File: config.mk
export PLATFORM = sky130hd
export DESIGN_NAME = checkerboard_alpha_composite
export DESIGN_NICKNAME = d
export VERILOG_FILES = /design/src/design/cac_pkg.sv /design/src/design/cac_front.sv /design/src/design/cac_queue.sv /design/src/design/cac_back.sv /design/src/design/checkerboard_alpha_composite.sv
export VERILOG_INCLUDE_DIRS = /design/src /design/src/design
export SDC_FILE = /design/constraint.sdc
export NUM_CORES = 1
export LEC_CHECK = 0
export BUFFER_PORTS_ARGS = -buffer_cell sky130_fd_sc_hd__buf_4
export CORE_MARGIN = 10
export CORE_UTILIZATION = 41
export DETAILED_ROUTE_END_ITERATION = 12
export SLEW_MARGIN = 20
export SYNTH_ARGS = -nofsm -noshare
export SYNTH_HDL_FRONTEND = slang
export SYNTH_SLANG_ARGS = --single-unit
File: constraint.sdc
create_clock -name clk -period 11.4 [get_ports clk]
set_input_delay 0.57 -clock clk [delete_from_list [all_inputs] [get_ports clk]]
set_output_delay 0.57 -clock clk [all_outputs]
set_load 0.01 [all_outputs]
File: src/design/checkerboard_alpha_composite_defines.svh
// assertion macros used by the top-level design file
`ifndef CHECKERBOARD_ALPHA_COMPOSITE_DEFINES_SVH
`define CHECKERBOARD_ALPHA_COMPOSITE_DEFINES_SVH

// same-cycle implication
`define CAC_ASSERT_NOW(label, ante, cons) \
    label: assert property (@(posedge clk) disable iff (!rst_n) (ante) |-> (cons)) \
        else $error("assertion failed");

// next-cycle implication
`define CAC_ASSERT_NEXT(label, ante, cons) \
    label: assert property (@(posedge clk) disable iff (!rst_n) (ante) |=> (cons)) \
        else $error("assertion failed");

`endif

File: src/design/cac_pkg.sv
package cac_pkg;

    localparam int CFG_DIM_W = 13;
    localparam int CFG_IDX_W = 2;

    localparam int Q_DEPTH = 4;
    localparam int Q_AW    = $clog2(Q_DEPTH);
    localparam int Q_LW    = $clog2(Q_DEPTH + 1);

    localparam int CHK_BIT = 3;
    localparam logic [7:0] CHK_LIGHT    = 8'd255;
    localparam logic [7:0] CHK_DARK     = 8'd192;
    localparam logic [7:0] ALPHA_OPAQUE = 8'd255;

    typedef enum logic [CFG_IDX_W-1:0] {
        CFG_FRAME_WIDTH   = 2'd0,
        CFG_FRAME_HEIGHT  = 2'd1,
        CFG_GRAY_MODE     = 2'd2,
        CFG_ALPHA_PRESENT = 2'd3
    } cfg_index_t;

    // ch[0] blue or gray, ch[1] green or gray, ch[2] red or gray
    typedef struct packed {
        logic [2:0][7:0] ch;
        logic [7:0]      alpha;
        logic            chk_dark;
        logic            blend;
        logic            last;
    } cac_item_t;

    typedef struct packed {
        logic col_zero;
        logic row_zero;
        logic frame_done;
    } fr_stat_t;

endpackage

File: src/design/cac_front.sv
module cac_front #(
    parameter int MAX_DIMENSION = 4096
) (
    input  logic                           clk,
    input  logic                           rst_n,
    input  logic                           cfg_wr,
    input  logic [cac_pkg::CFG_IDX_W-1:0]  cfg_index,
    input  logic [cac_pkg::CFG_DIM_W-1:0]  cfg_data,
    input  logic                           s_tvalid,
    output logic                           s_tready,
    input  logic [31:0]                    s_tdata,
    input  logic                           q_full,
    output logic                           q_push,
    output cac_pkg::cac_item_t             q_item,
    output cac_pkg::fr_stat_t              stat
);
    import cac_pkg::*;

    localparam int CW = $clog2(MAX_DIMENSION);
    localparam int DW = CW + 1;

    logic [CFG_DIM_W-1:0] width_reg;
    logic [CFG_DIM_W-1:0] height_reg;
    logic                 gray_reg;
    logic                 alpha_en_reg;
    logic [CW-1:0]        col_reg, col_next;
    logic [CW-1:0]        row_reg, row_next;

    logic [DW-1:0] w_eff, h_eff;
    logic          row_end, frame_done, accept;
    logic [7:0]    red, green, blue, alpha;

    function automatic logic [DW-1:0] eff_dim(input logic [CFG_DIM_W-1:0] v);
        logic [DW-1:0] d;
        if (32'(v) > 32'(MAX_DIMENSION))
            d = DW'(MAX_DIMENSION);
        else
            d = DW'(v);
        d[1:0] = 2'b00;
        if (d == '0)
            d = DW'(4);
        return d;
    endfunction

    always_ff @(posedge clk or negedge rst_n)
    begin
        if (!rst_n)
        begin
            width_reg    <= CFG_DIM_W'(4096);
            height_reg   <= CFG_DIM_W'(4096);
            gray_reg     <= 1'b0;
            alpha_en_reg <= 1'b0;
        end
        else if (cfg_wr)
        begin
            unique case (cfg_index_t'(cfg_index))
                CFG_FRAME_WIDTH:   width_reg    <= cfg_data;
                CFG_FRAME_HEIGHT:  height_reg   <= cfg_data;
                CFG_GRAY_MODE:     gray_reg     <= cfg_data[0];
                CFG_ALPHA_PRESENT: alpha_en_reg <= cfg_data[0];
            endcase
        end
    end

    assign w_eff = eff_dim(width_reg);
    assign h_eff = eff_dim(height_reg);

    assign red   = s_tdata[7:0];
    assign green = s_tdata[15:8];
    assign blue  = s_tdata[23:16];
    assign alpha = s_tdata[31:24];

    assign s_tready = !q_full;
    assign accept   = s_tvalid && s_tready;

    // counters may sit past the frame after a size change mid-frame
    assign row_end    = {1'b0, col_reg} >= (w_eff - DW'(1));
    assign frame_done = row_end && ({1'b0, row_reg} >= (h_eff - DW'(1)));

    always_comb
    begin
        col_next = col_reg;
        row_next = row_reg;
        if (row_end)
        begin
            col_next = '0;
            row_next = frame_done ? '0 : row_reg + CW'(1);
        end
        else
        begin
            col_next = col_reg + CW'(1);
        end
    end

    always_ff @(posedge clk or negedge rst_n)
    begin
        if (!rst_n)
        begin
            col_reg <= '0;
            row_reg <= '0;
        end
        else if (accept)
        begin
            col_reg <= col_next;
            row_reg <= row_next;
        end
    end

    always_comb
    begin
        q_item.ch[2]    = red;
        q_item.ch[1]    = gray_reg ? red : green;
        q_item.ch[0]    = gray_reg ? red : blue;
        q_item.alpha    = alpha;
        q_item.chk_dark = col_reg[CHK_BIT] != row_reg[CHK_BIT];
        q_item.blend    = alpha_en_reg && (alpha != ALPHA_OPAQUE);
        q_item.last     = frame_done;
    end

    assign q_push = accept;

    assign stat.col_zero   = col_reg == '0;
    assign stat.row_zero   = row_reg == '0;
    assign stat.frame_done = frame_done;

endmodule

File: src/design/cac_queue.sv
module cac_queue (
    input  logic                       clk,
    input  logic                       rst_n,
    input  logic                       push,
    input  cac_pkg::cac_item_t         push_item,
    input  logic                       pop,
    output cac_pkg::cac_item_t         head_item,
    output logic                       empty,
    output logic                       full,
    output logic [cac_pkg::Q_LW-1:0]   level
);
    import cac_pkg::*;

    cac_item_t         slot_reg [Q_DEPTH];
    logic [Q_AW-1:0]   wr_ptr_reg, rd_ptr_reg;
    logic [Q_LW-1:0]   level_reg, level_next;

    assign empty     = level_reg == '0;
    assign full      = level_reg == Q_LW'(Q_DEPTH);
    assign level     = level_reg;
    assign head_item = slot_reg[rd_ptr_reg];

    always_comb
    begin
        level_next = level_reg;
        if (push && !pop)
            level_next = level_reg + Q_LW'(1);
        else if (pop && !push)
            level_next = level_reg - Q_LW'(1);
    end

    always_ff @(posedge clk)
    begin
        if (push)
            slot_reg[wr_ptr_reg] <= push_item;
    end

    always_ff @(posedge clk or negedge rst_n)
    begin
        if (!rst_n)
        begin
            wr_ptr_reg <= '0;
            rd_ptr_reg <= '0;
            level_reg  <= '0;
        end
        else
        begin
            if (push)
                wr_ptr_reg <= wr_ptr_reg + Q_AW'(1);
            if (pop)
                rd_ptr_reg <= rd_ptr_reg + Q_AW'(1);
            level_reg <= level_next;
        end
    end

endmodule

File: src/design/cac_back.sv
module cac_back (
    input  logic                clk,
    input  logic                rst_n,
    input  cac_pkg::cac_item_t  head_item,
    input  logic                q_empty,
    output logic                q_pop,
    output logic                m_tvalid,
    input  logic                m_tready,
    output logic [23:0]         m_tdata,
    output logic                m_tlast
);
    import cac_pkg::*;

    logic            s1_valid_reg;
    logic [15:0]     s1_sum_reg  [3];
    logic [7:0]      s1_pass_reg [3];
    logic            s1_blend_reg;
    logic            s1_last_reg;

    logic            out_valid_reg;
    logic [23:0]     out_data_reg, out_data_next;
    logic            out_last_reg;

    logic            out_en, s1_en;
    logic [7:0]      chk, a_inv;
    logic [15:0]     sum [3];
    logic [16:0]     quo [3];

    assign out_en = !out_valid_reg || m_tready;
    assign s1_en  = !s1_valid_reg || out_en;
    assign q_pop  = s1_en && !q_empty;

    assign chk   = head_item.chk_dark ? CHK_DARK : CHK_LIGHT;
    assign a_inv = ALPHA_OPAQUE - head_item.alpha;

    // weighted sum stays below 65536
    always_comb
    begin
        for (int i = 0; i < 3; i++)
            sum[i] = (16'(a_inv) * 16'(chk)) + (16'(head_item.alpha) * 16'(head_item.ch[i]));
    end

    always_ff @(posedge clk or negedge rst_n)
    begin
        if (!rst_n)
            s1_valid_reg <= 1'b0;
        else if (s1_en)
            s1_valid_reg <= !q_empty;
    end

    always_ff @(posedge clk)
    begin
        if (q_pop)
        begin
            for (int i = 0; i < 3; i++)
            begin
                s1_sum_reg[i]  <= sum[i];
                s1_pass_reg[i] <= head_item.ch[i];
            end
            s1_blend_reg <= head_item.blend;
            s1_last_reg  <= head_item.last;
        end
    end

    // x / 255 as (x + (x >> 8) + 1) >> 8, exact for every weighted sum (at most 65025)
    always_comb
    begin
        for (int i = 0; i < 3; i++)
        begin
            quo[i] = 17'(s1_sum_reg[i]) + 17'(s1_sum_reg[i][15:8]) + 17'(1);
            out_data_next[i*8 +: 8] = s1_blend_reg ? quo[i][15:8] : s1_pass_reg[i];
        end
    end

    always_ff @(posedge clk or negedge rst_n)
    begin
        if (!rst_n)
            out_valid_reg <= 1'b0;
        else if (out_en)
            out_valid_reg <= s1_valid_reg;
    end

    always_ff @(posedge clk)
    begin
        if (out_en && s1_valid_reg)
        begin
            out_data_reg <= out_data_next;
            out_last_reg <= s1_last_reg;
        end
    end

    assign m_tvalid = out_valid_reg;
    assign m_tdata  = out_data_reg;
    assign m_tlast  = out_last_reg;

endmodule

File: src/design/checkerboard_alpha_composite.sv
// path: an accepted beat is written into the queue, then passes the blend stage and
// the output register before it is offered on the master side
// throughput: one pixel per clock without master stalls; a four-entry queue absorbs them
// reset: counters to pixel zero, frame size 4096 x 4096, rgb input, alpha off,
// queue and pipeline emptied; no clearing pass
`include "checkerboard_alpha_composite_defines.svh"

module checkerboard_alpha_composite #(
    parameter int MAX_DIMENSION = 4096
) (
    input  logic                           clk,
    input  logic                           rst_n,
    input  logic                           cfg_valid,
    output logic                           cfg_ready,
    input  logic [cac_pkg::CFG_IDX_W-1:0]  cfg_index,
    input  logic [cac_pkg::CFG_DIM_W-1:0]  cfg_data,
    input  logic                           s_tvalid,
    output logic                           s_tready,
    input  logic [31:0]                    s_tdata,   // red_or_gray, green, blue, alpha
    output logic                           m_tvalid,
    input  logic                           m_tready,
    output logic [23:0]                    m_tdata,   // out_first, out_second, out_third
    output logic                           m_tlast
);
    import cac_pkg::*;

    logic              q_push, q_pop, q_empty, q_full;
    cac_item_t         push_item, head_item;
    logic [Q_LW-1:0]   q_level;
    fr_stat_t          stat;

    assign cfg_ready = 1'b1;

    cac_front #(
        .MAX_DIMENSION (MAX_DIMENSION)
    ) u_front (
        .clk       (clk),
        .rst_n     (rst_n),
        .cfg_wr    (cfg_valid && cfg_ready),
        .cfg_index (cfg_index),
        .cfg_data  (cfg_data),
        .s_tvalid  (s_tvalid),
        .s_tready  (s_tready),
        .s_tdata   (s_tdata),
        .q_full    (q_full),
        .q_push    (q_push),
        .q_item    (push_item),
        .stat      (stat)
    );

    cac_queue u_queue (
        .clk       (clk),
        .rst_n     (rst_n),
        .push      (q_push),
        .push_item (push_item),
        .pop       (q_pop),
        .head_item (head_item),
        .empty     (q_empty),
        .full      (q_full),
        .level     (q_level)
    );

    cac_back u_back (
        .clk       (clk),
        .rst_n     (rst_n),
        .head_item (head_item),
        .q_empty   (q_empty),
        .q_pop     (q_pop),
        .m_tvalid  (m_tvalid),
        .m_tready  (m_tready),
        .m_tdata   (m_tdata),
        .m_tlast   (m_tlast)
    );

    `CAC_ASSERT_NEXT(a_accept_lands, s_tvalid && s_tready, q_level != '0)
    `CAC_ASSERT_NOW(a_queue_bound, 1'b1, q_level <= Q_LW'(Q_DEPTH))
    `CAC_ASSERT_NEXT(a_frame_wrap, s_tvalid && s_tready && stat.frame_done, stat.col_zero && stat.row_zero)

endmodule

==> summary.md <==
The logs give 14,300 for the via count of the first global-routing pass and 15.77% for the total routing resource utilization after global routing. Of the cells placed in the final design, the portion with a size suffix greater than 1 is 12.17%. After clock tree synthesis, the flow added hold-fix buffers numbering 0. Summed over all layers, the global routing overflow is 0. At the later pin of the worst-skew pair, clock insertion delay measures 0.55 ns. The critical path's largest stage delay is 0.58 ns, and the data arrival time of the critical path is 9.72 ns. For the final total negative setup slack, the log shows 0 ns.

Sorting the synthesized cells by area gives the leading types as sky130_fd_sc_hd__edfxtp_1 (33%), sky130_fd_sc_hd__fa_1 (17%), sky130_fd_sc_hd__ha_1 (11%). The tools report the fmax as 105.9 MHz. The worst register-to-register path ends at u_back.s1_sum_reg[0][47]$_DFFE_PP_. Detailed routing inserted a total of 13,950 vias. The run gives 0 as the max-cap check violation count. For the placer's final routability congestion estimate, the log shows 0.8730. Yosys mapped the design onto 78 distinct sky130hd cell types. The count of pins over their slew limit was 0.

The run finished with clean final reports. In this run the critical register-to-register path is launched from u_queue.rd_ptr_reg[1]$_DFFE_PN0P_. The logs give 2 for the number of H-tree levels and 0 for the DRC violations left. In this run the count of I/O pins placed on the die edge is 80. For flop-to-flop paths, the worst setup slack is 1.96 ns. For the first-pass GRT wire length, the log shows 79,060 um. The synthesized design spends more area on one cell type than any other, namely sky130_fd_sc_hd__edfxtp_1. The per-instance average area after synthesis works out to 11.37 sq um. The number of failing hold endpoints at the final stage was 0. The nature of the critical path endpoint is a register.

0 antenna diodes ended up in the layout. The number of warnings reported in the yosys synthesis log is 0, and the number of standard cells after synthesis is 1,928. The initial antenna violation count was 1; the placed wire-length estimate was 37,010 um. The share of the synthesized area in the top cell type works out to 32.75%. In this run the standard cell core region covers 52,760 sq um. Using the TritonRoute via totals, the vias-per-cell ratio works out to 5.118. In the synthesized netlist the async set-or-reset flop fraction comes to 19.80%. The flip-flop count of the largest register, all copies and words added is 140. For the initial core utilization, the log shows 41.54%. The tree is rooted in a sky130_fd_sc_hd__clkbuf_16. The synthesis-stage register bit count came out at 298. Clock-pin slew was measured on the worst setup and hold paths at 0.06 ns. The detail route stage leaves a number of antenna-violating nets equal to 0. Counting I/O delays and the setup requirement, the final critical path takes 9.442 ns. TritonCTS built the clock tree.

Relative to the synthesized area, the layout overhead comes to 11.61%. The count of TritonRoute iterations in the first routing pass is 5, and the actual transition at the worst max-transition pin is 1.071 ns. Of all nets on the critical path, the largest fanout is 17.

The most used flip-flop cell after synthesis is sky130_fd_sc_hd__edfxtp_1. In the finished design, the share of the clock period the worst path needs comes to 82.83%. Setup repair after global routing left no endpoint under its margin. For this run, the post-layout net count is 2,429. The final routed wire length divided by cell count is 17.94 um. The run gives 11.67 ns as the worst path required time. The worst setup path is of the register to register kind.

The die is 251.2 um wide. The synthesized netlist occupies a cell area of 21,920 sq um. The number of cells on the worst reg-to-reg path is 32. The violation count after the first detailed-route iteration is 712. The final layout contains routed wiring with a total length of 48,910 um. The tools report the number of resized instances in the post-cts repair step as 0.

The logs give 28.32% for the worst-case headroom to the max-slew limit and 0 for the final count of negative-setup-slack endpoints. CTS saw 298 sinks. The worst min-delay path class is input port to asynchronous set/reset pin. Summing the sequential cell areas from Yosys gives 39.49% of the chip area. Counting the buffers created by CTS gives 35. STA classifies the critical path startpoint as a register. For this design, the slowest cell found on the critical path is sky130_fd_sc_hd__dfrtp_2. Row generation in the floorplan step produced 84 rows.

The final setup skew was 0.01994 ns; the number of port buffers was 78. The pin count of the biggest net entering global routing is 60, and the number of buffers on the longest clock path is 3. From bottom edge to top edge, the die measures 251.2 um. The floorplan step defined a die boundary enclosing 63,100 sq um. Post-CTS timing repair inserted 0 buffers for setup. Counting flops with a built-in enable in the synthesized netlist gives 239.
==> how the worst max path moves through the flow <==
| stage | from | endpoint | slack [ns] | depth (start not counted) |
|---|---|---|---|---|
| after floorplan | u_queue.rd_ptr_reg[1]$_DFFE_PN0P_ | u_back.s1_sum_reg[0][47]$_DFFE_PP_ | 3.06 | 30 |
| after global placement | u_queue.rd_ptr_reg[1]$_DFFE_PN0P_ | u_back.s1_sum_reg[0][47]$_DFFE_PP_ | 2.10 | 32 |
| after detailed placement | u_queue.rd_ptr_reg[1]$_DFFE_PN0P_ | u_back.s1_sum_reg[0][47]$_DFFE_PP_ | 1.98 | 32 |
| after CTS | u_queue.rd_ptr_reg[1]$_DFFE_PN0P_ | u_back.s1_sum_reg[0][47]$_DFFE_PP_ | 1.96 | 32 |
| after global routing | u_queue.rd_ptr_reg[1]$_DFFE_PN0P_ | u_back.s1_sum_reg[0][31]$_DFFE_PP_ | 1.45 | 31 |
| final | u_queue.rd_ptr_reg[1]$_DFFE_PN0P_ | u_back.s1_sum_reg[0][47]$_DFFE_PP_ | 1.96 | 32 |
==> stage by stage <==
stage | setup slack, ns | util [%] | cell area (sq um) | instances | hold slack (ns)
final | 1.958 | 46.36 | 24460 | 2726 | 0.1271
after global routing | 1.446 | 46.36 | 24460 | 2726 | 0.1778
after floorplan | 3.061 | - | 21920 | 1930 | 0.2744
after global placement | 2.099 | 44.12 | 23280 | 2662 | 0.4145
after CTS | 1.956 | 46.36 | 24460 | 2726 | 0.1436
after detailed placement | 1.985 | 44.13 | 23280 | 2662 | 0.4056
==> cells in the mapped netlist, drive strengths merged, types with 14 or more instances <==
cell,n
mux4,25
xnor2,58
nand2,166
and3,14
o21ai,70
o21a,20
ha,184
edfxtp,239
nand3,20
mux2,37
nand2b,22
nor3,15
and2,73
inv,303
a21oi,69
nor2,132
xor2,45
a21o,22
buf,17
clkbuf,32
dfrtp,57
fa,182
==> kinds of logic (layout without fill, tap and decap cells) <==
kind of cell	Yosys count	after routing	share of synthesized area (%)
muxes	72	72	4.927
buffers and inverters	353	461	6.257
AOI/OAI and AO/OA	238	238	7.210
DFF	298	298	39.49
other	2	4	0.03427
adders and majority gates	366	366	27.13
xor gates and xnor gates	103	103	4.116
and+or+nand+nor	496	496	10.84
==> layout make-up <==
class | count | area (sq um)
fill | 4818 | 28300
tap | 688 | 860.8
sequential | 298 | 8658
clock inverter | 18 | 219.0
inverter | 304 | 1141
clock buffer | 46 | 958.4
multi-input combinational | 1279 | 11930
timing repair buffer | 93 | 698.2
==> cells in the final DEF (no fill, tap or decap), types with 4 or more instances in the layout <==
| cell type | n |
|---|---|
| sky130_fd_sc_hd__xnor2_1 | 57 |
| sky130_fd_sc_hd__inv_1 | 303 |
| sky130_fd_sc_hd__nand2_1 | 165 |
| sky130_fd_sc_hd__conb_1 | 4 |
| sky130_fd_sc_hd__nor2_1 | 132 |
| sky130_fd_sc_hd__o21ai_2 | 4 |
| sky130_fd_sc_hd__o21ai_0 | 53 |
| sky130_fd_sc_hd__bufinv_16 | 4 |
| sky130_fd_sc_hd__o21ai_1 | 13 |
| sky130_fd_sc_hd__clkinv_1 | 6 |
| sky130_fd_sc_hd__clkbuf_1 | 8 |
| sky130_fd_sc_hd__nor2b_1 | 10 |
| sky130_fd_sc_hd__ha_1 | 184 |
| sky130_fd_sc_hd__clkbuf_16 | 36 |
| sky130_fd_sc_hd__nand3_1 | 20 |
| sky130_fd_sc_hd__nand3b_1 | 4 |
| sky130_fd_sc_hd__o21a_1 | 20 |
| sky130_fd_sc_hd__o211ai_1 | 5 |
| sky130_fd_sc_hd__or3_1 | 5 |
| sky130_fd_sc_hd__dfrtp_1 | 55 |
| sky130_fd_sc_hd__a21oi_1 | 67 |
| sky130_fd_sc_hd__xor2_1 | 45 |
| sky130_fd_sc_hd__edfxtp_1 | 239 |
| sky130_fd_sc_hd__and3_1 | 10 |
| sky130_fd_sc_hd__a31oi_1 | 7 |
| sky130_fd_sc_hd__a211oi_1 | 4 |
| sky130_fd_sc_hd__nand4_1 | 13 |
| sky130_fd_sc_hd__mux2i_1 | 10 |
| sky130_fd_sc_hd__a21o_1 | 22 |
| sky130_fd_sc_hd__fa_1 | 182 |
| sky130_fd_sc_hd__buf_4 | 93 |
| sky130_fd_sc_hd__and2_1 | 72 |
| sky130_fd_sc_hd__mux4_2 | 25 |
| sky130_fd_sc_hd__mux2_2 | 37 |
| sky130_fd_sc_hd__or2_2 | 8 |
| sky130_fd_sc_hd__and3_2 | 4 |
| sky130_fd_sc_hd__nand2b_1 | 21 |
| sky130_fd_sc_hd__nor3_1 | 15 |
==> routing by layer <==
metal	vias to the layer above	track usage [%]	part of all wire, %
li1	6619	-	-
met1	6969	21.01	45
met2	305	26.00	48
met3	60	2.930	5.3
met4	0	4.172	2.1
met5	-	0	0
==> critical path, delay by kind of cell, from the launching register on <==
kind / cells / cell delay, ns
compound gates: 8 / 1.54
xor+xnor: 2 / 0.53
fa+ha+maj: 9 / 3.96
buf+inv: 8 / 1.01
flops: 1 / 0.58
mux: 1 / 0.40
simple gates: 4 / 1.13
Power is left out: the tool's default activity adds up to more than one toggle a clock period on the data nets, which glitch-free logic cannot reach.
